===== config.mk =====
export PLATFORM = sky130hd
export DESIGN_NAME = mpe_adder_tree
export DESIGN_NICKNAME = d
export VERILOG_FILES = /design/src/sv/mpe_adder_tree.sv
export SDC_FILE = /design/constraint.sdc
export NUM_CORES = 2
export LEC_CHECK = 0
export BUFFER_PORTS_ARGS = -buffer_cell sky130_fd_sc_hd__buf_2
export CORE_MARGIN = 2
export CORE_UTILIZATION = 64
export CTS_CLUSTER_SIZE = 16
export DETAILED_ROUTE_END_ITERATION = 8
export PLACE_DENSITY = 0.87
export SYNTH_ARGS = -nofsm -noshare
export SYNTH_HDL_FRONTEND = slang
export SYNTH_SLANG_ARGS = --single-unit

===== constraint.sdc =====
create_clock -name aclk -period 9.1 [get_ports aclk]
set_input_delay 1.365 -clock aclk [delete_from_list [all_inputs] [get_ports aclk]]
set_output_delay 1.365 -clock aclk [all_outputs]
set_load 0.05 [all_outputs]

===== src/sv/mpe_adder_tree.sv =====
// ----------------------------------------------------------------------------
// mpe_adder_tree: registered pairwise sum of the term values
// One adder level per stage. Terms are bounded well below the 64-bit range,
// so the sum cannot wrap. Saturation flags are ORed alongside.
// ----------------------------------------------------------------------------
`default_nettype none

module mpe_adder_tree #(
    parameter int NUM_TERMS = 10
) (
    input  wire logic               aclk,
    input  wire logic               aresetn,
    input  wire logic               en,
    input  wire logic               in_vld,
    input  wire logic signed [63:0] terms [NUM_TERMS],
    input  wire logic               ovfs  [NUM_TERMS],
    output logic                    out_vld,
    output logic signed [63:0]      out_sum,
    output logic                    out_ovf
);
    localparam int LEVELS = (NUM_TERMS > 1) ? $clog2(NUM_TERMS) : 1;

    logic signed [63:0] node_sum [LEVELS+1][NUM_TERMS];
    logic               node_ovf [LEVELS+1][NUM_TERMS];
    logic               node_vld [LEVELS+1];

    for (genvar i = 0; i < NUM_TERMS; i++) begin : g_leaf
        assign node_sum[0][i] = terms[i];
        assign node_ovf[0][i] = ovfs[i];
    end
    assign node_vld[0] = in_vld;

    for (genvar l = 0; l < LEVELS; l++) begin : g_lvl
        localparam int NP = (NUM_TERMS + (1 << l) - 1) >> l;
        localparam int NL = (NUM_TERMS + (1 << (l + 1)) - 1) >> (l + 1);
        logic vld_reg;

        always_ff @(posedge aclk) begin
            if (!aresetn) begin
                vld_reg <= 1'b0;
            end else if (en) begin
                vld_reg <= node_vld[l];
            end
        end
        assign node_vld[l+1] = vld_reg;

        for (genvar i = 0; i < NUM_TERMS; i++) begin : g_node
            if (i < NL) begin : g_add
                logic signed [63:0] sum_reg;
                logic               ovf_reg;
                always_ff @(posedge aclk) begin
                    if (en) begin
                        if (2*i + 1 < NP) begin
                            sum_reg <= node_sum[l][2*i] + node_sum[l][2*i+1];
                            ovf_reg <= node_ovf[l][2*i] | node_ovf[l][2*i+1];
                        end else begin
                            sum_reg <= node_sum[l][2*i];
                            ovf_reg <= node_ovf[l][2*i];
                        end
                    end
                end
                assign node_sum[l+1][i] = sum_reg;
                assign node_ovf[l+1][i] = ovf_reg;
            end else begin : g_pad
                assign node_sum[l+1][i] = '0;
                assign node_ovf[l+1][i] = 1'b0;
            end
        end
    end

    assign out_vld = node_vld[LEVELS];
    assign out_sum = node_sum[LEVELS][0];
    assign out_ovf = node_ovf[LEVELS][0];

endmodule

`default_nettype wire


Word-level counts from Yosys, hierarchy flattened:

Index checks and enable logic that the tools add are counted.

* bits in registers: 719
* bits of input ports: 654
* output and inout bits: 66
* logic and storage cells: 44

* add/sub/neg operators: 9
* bitwise logic cells: 9

Operator list (count)
* 64-bit adder: 9
* 1-bit bitwise OR: 9

Logic depth before layout (Yosys ltp):

* depth in word-level cells: 1
* depth in mapped cells: 12
* mapped depth without buffers: 12

Worst setup path after synthesis:

Ideal clock, no wire load.

* path type: input -> register
* start point: input port terms[512] (netlist name)
* end point: register g_lvl[0].g_node[0].g_add.sum_reg[60], data pin
* library setup time: 0.261 ns
* data arrival time: 4.038 ns
* required time: 8.839 ns
* setup slack: 4.801 ns
* cell stages on the path: 12
* path buffers: 0
* cells stage by stage: ha_1 > fa_1 > a21o_1 > a221oi_1 > o31ai_1 > a211oi_2 > o211ai_2 > o22ai_1 > or2_1 > o41ai_2 > a211o_1 > xor2_1

* word-level cells in the longest chain between the ends: 1

Ends and longest elaborated chain
* start, declared: RTL line 15 `input wire logic signed [63:0] terms [NUM_TERMS],`
* 64-bit adder: RTL line 54 `sum_reg <= node_sum[l][2*i] + node_sum[l][2*i+1];`
* end signal, assigned: RTL line 54
* end signal, assigned: RTL line 57 `sum_reg <= node_sum[l][2*i];`
* end, declared: RTL line 49 `logic signed [63:0] sum_reg;`

Every way passes these cells.
A chain may end at the register's enable or synchronous reset.

Final worst setup path:

* start point: input port terms[128] (netlist name)
* end point: register g_lvl[0].g_node[3].g_add.sum_reg[56], data pin

* word-level cells in the longest chain between the ends: 1

Ends and longest elaborated chain (RTL line)
* 64-bit adder: 54
* end signal, assigned: 54
* end signal, assigned: 57
* end, declared: 49

Every way passes these cells.

==> summary.txt <==
Synthesis
  – Cells after Synth: 5581
  – Largest area contributor in the netlist: edfxtp_1
  – Synth unique cells: 93
  – Top cell type's share of synthesized area: 39.53%
  – Largest cells by area after synthesis: edfxtp_1, ha_1, a21oi_1, xnor2_1, a21o_1
  – Syn avg cell area: 9.733 um2
  – Post-Syn Area: 54320 um2
  – Yosys warns: 0
  – Most instantiated cells after synthesis: edfxtp_1, a21oi_1, ha_1, nand2_1, xnor2_1
  – Seq cells post-synth: 719
  – Syn nets: 6811
  – Sequential cell area fraction in the yosys report: 39.67%
  – Top-count cell post-synth: edfxtp_1
  – Top_reg_cell synth: edfxtp_1
  – Post-synth EDFFs: 715
  – Asr flop ratio synth: 0%

Timing
  – Final setup fails: 0
  – Post-route clock period utilization: 53.90%
  – Max-slew violations: 0
  – Setup Skew: 0.02271 ns
  – Max Clk Rate: 0.2039 GHz
  – Post-route setup TNS: 0 ns
  – Worst-Margin Slew: 1.195 ns
  – Final hold vios: 0
  – Max-slew headroom: 19.83%
  – Unrepaired setup endpoints after global routing: no
  – Fin crit period: 4.905 ns

Drt
  – Vias/cell: 6.522
  – Drt wl/cell: 22.48 um
  – DRT Pass-1 Iters: 6
  – # DRC: 0
  – Post-DRT Antenna Nets: 0
  – Routed wire length: 165700 um
  – DR iter-0 viols: 5188
  – Vias post-DR: 48090

Worst setup path
  – Crit-path cells: buf_2 -> ha_1 -> fa_1 -> a21oi_1 -> o21ai_1 -> a211oi_1 -> o41ai_2 -> a211oi_1 -> o31ai_2 -> a21o_1 -> a31oi_1 -> o21ai_1 -> xor2_1
  – Critical path type: input pin to flip-flop
  – Worst EP required: 9.47 ns
  – Crit Path Max Fanout: 5
  – Worst EP arrival: 5.28 ns
  – CP Capture Type: flip-flop
  – Crit start category: input pin
  – Max incr delay on CP: 1.03 ns
  – Reg2Reg Setup Slack: 4.91 ns
  – Worst path slowest cell: a211oi_1
  – R2R depth: 12

Die
  – Die H: 295.3 um
  – I/O pin count: 720
  – Core Region: 83820 um2
  – Die Width: 295.3 um
  – Std cell rows: 106
  – Starting Density: 64.81%
  – Die area: 87220 um2

GRT
  – Largest net degree at the start of global routing: 189
  – Initial antenna violation count: 8
  – GRT Util Overall: 36.82%
  – Global-route wire length before repair: 250500 um
  – Number of global-route vias before repair: 44900
  – GR Overflow Total: 0

CTS
  – CTS tree: built
  – Cts hold-fix bufs: 0
  – CTS root buffer: clkbuf_16
  – Clock-pin slew on the worst setup and hold paths: 0.06 ns
  – Post-CTS sizing: 0
  – CTS Buffer Depth: 3
  – CTS buffer count: 77
  – Post-CTS Setup Inserts: 0
  – Worst-skew pair later-pin latency: 0.63 ns
  – CTS sink cnt: 719
  – H-tree lvl count: 3

Place
  – Placed insts: 7227
  – Post-DP HPWL: 133900 um
  – Placed Area: 58610 um2
  – Final GP Congestion: 1.037
  – Number of I/O port buffers: 719

Finish
  – Max reg flops: 640
  – Share of cells above drive strength 1: 14.55%
  – Fillcell total: 6157
  – Net count, final: 7402
  – Sequential cell area: 21550 um2
  – Cell Count, Final, Fillers Out: 7373
  – Fin area: 61270 um2
  – P&R area growth vs syn: 12.79%
  – Area of the multi-input gates: 31420 um2

Run status
  – Outcome: finished, final reports clean

Pwr
  – Worst VDD drop: 0.2352 mV
  – Pwr/cell area: 279.4 nW/um2
  – Leak: 25.82 nW

Job
  – Reported max-cap violation count: 0

Min path
  – Worst Hold Class: flip-flop to flip-flop
  – Worst hold path stage count: 0
## worst paths after layout
path,from,endpoint
setup / recovery,terms[128],g_lvl[0].g_node[3].g_add.sum_reg[56]
setup reg to reg,g_lvl[0].g_node[0].g_add.sum_reg[0],g_lvl[1].g_node[0].g_add.sum_reg[54]
hold / removal,g_lvl[1].g_node[2].g_add.sum_reg[58],g_lvl[2].g_node[1].g_add.sum_reg[58]
hold reg to reg,g_lvl[1].g_node[2].g_add.sum_reg[58],g_lvl[2].g_node[1].g_add.sum_reg[58]
## final cells by class
cell class | instances | area share (%)
multi-input cells | 4504 | 51.28
flip-flops and latches | 719 | 35.17
repair buffers | 725 | 6.004
clock buffers | 85 | 3.263
well taps | 1134 | 2.316
clock inverters | 57 | 1.060
inverters | 145 | 0.8884
diodes | 4 | 0.01634
## power breakdown
part           switching, mW  internal, mW  leakage, nW
Sequential             0.446          5.01         7.03
Combinational           5.29          3.08         17.5
Clock                   1.35          1.94         1.27
## cells in the final DEF, fill, tap and decap left out, types with 10 or more instances in the layout
cell and n:
a211o_1 19, a211oi_1 47, a21boi_0 20, a21o_1 313
a21oi_1 680, a221oi_1 21, a311oi_1 10, a31o_2 12
a31oi_1 67, a41oi_1 13, and2_1 41, and3_1 44
and4_1 23, buf_2 718, bufinv_16 12, clkbuf_16 79
clkinv_1 19, edfxtp_1 715, ha_1 567, inv_1 145
nand2_1 448, nand2b_1 43, nand3_1 116, nand4_1 170
nor2_1 315, nor2b_1 49, nor3_1 93, nor4_1 24
o211ai_1 48, o21a_1 57, o21ai_0 288, o21ai_1 50
o21bai_1 119, o22ai_1 13, o31ai_1 30, or2_2 20
or3_1 16, xnor2_1 345, xor2_1 211
## worst max-delay path: cells and delay by family
family	cells	cell delay, ns
xor+xnor	1	0.15
buf+inv	1	0.11
compound gates	9	2.98
fa+ha+maj	2	0.66
## routing by layer
layer	global-route usage (%)	part of all wire [%]	wire [um]
met2	60.63	47	77210
met5	0	0.033	55
met3	5.774	9.0	14990
met1	48.51	40	66110
met4	15.44	4.5	7378
## through the flow
step | hold slack (ns) | util, % | worst slack, ns | total power [mW]
3_3_place_gp | 0.4004 | 69.92 | 3.687 | 13.46
4_1_cts | 0.4085 | 73.08 | 4.317 | 16.95
2_1_floorplan | 0.4003 | - | 4.801 | 11.27
5_1_grt | 0.4161 | 73.09 | 4.089 | 18.03
3_5_place_dp | 0.4045 | 69.92 | 3.682 | 13.62
6_report | 0.4143 | 73.09 | 4.195 | 17.12
## cells by family (layout without fill, tap and decap cells)
group / Yosys count / in the layout / synth area share [%]
xor gates and xnor gates: 556 / 556 / 8.965
AOI/OAI and AO/OA: 1935 / 1935 / 22.69
muxes: 5 / 5 / 0.09214
buffers and inverters: 358 / 1012 / 2.492
DFF: 719 / 719 / 39.67
and+or+nand+nor: 1432 / 1432 / 12.70
adders and majority gates: 576 / 576 / 13.39
other: 0 / 4 / 0
(Power assumes the default switching activity.)
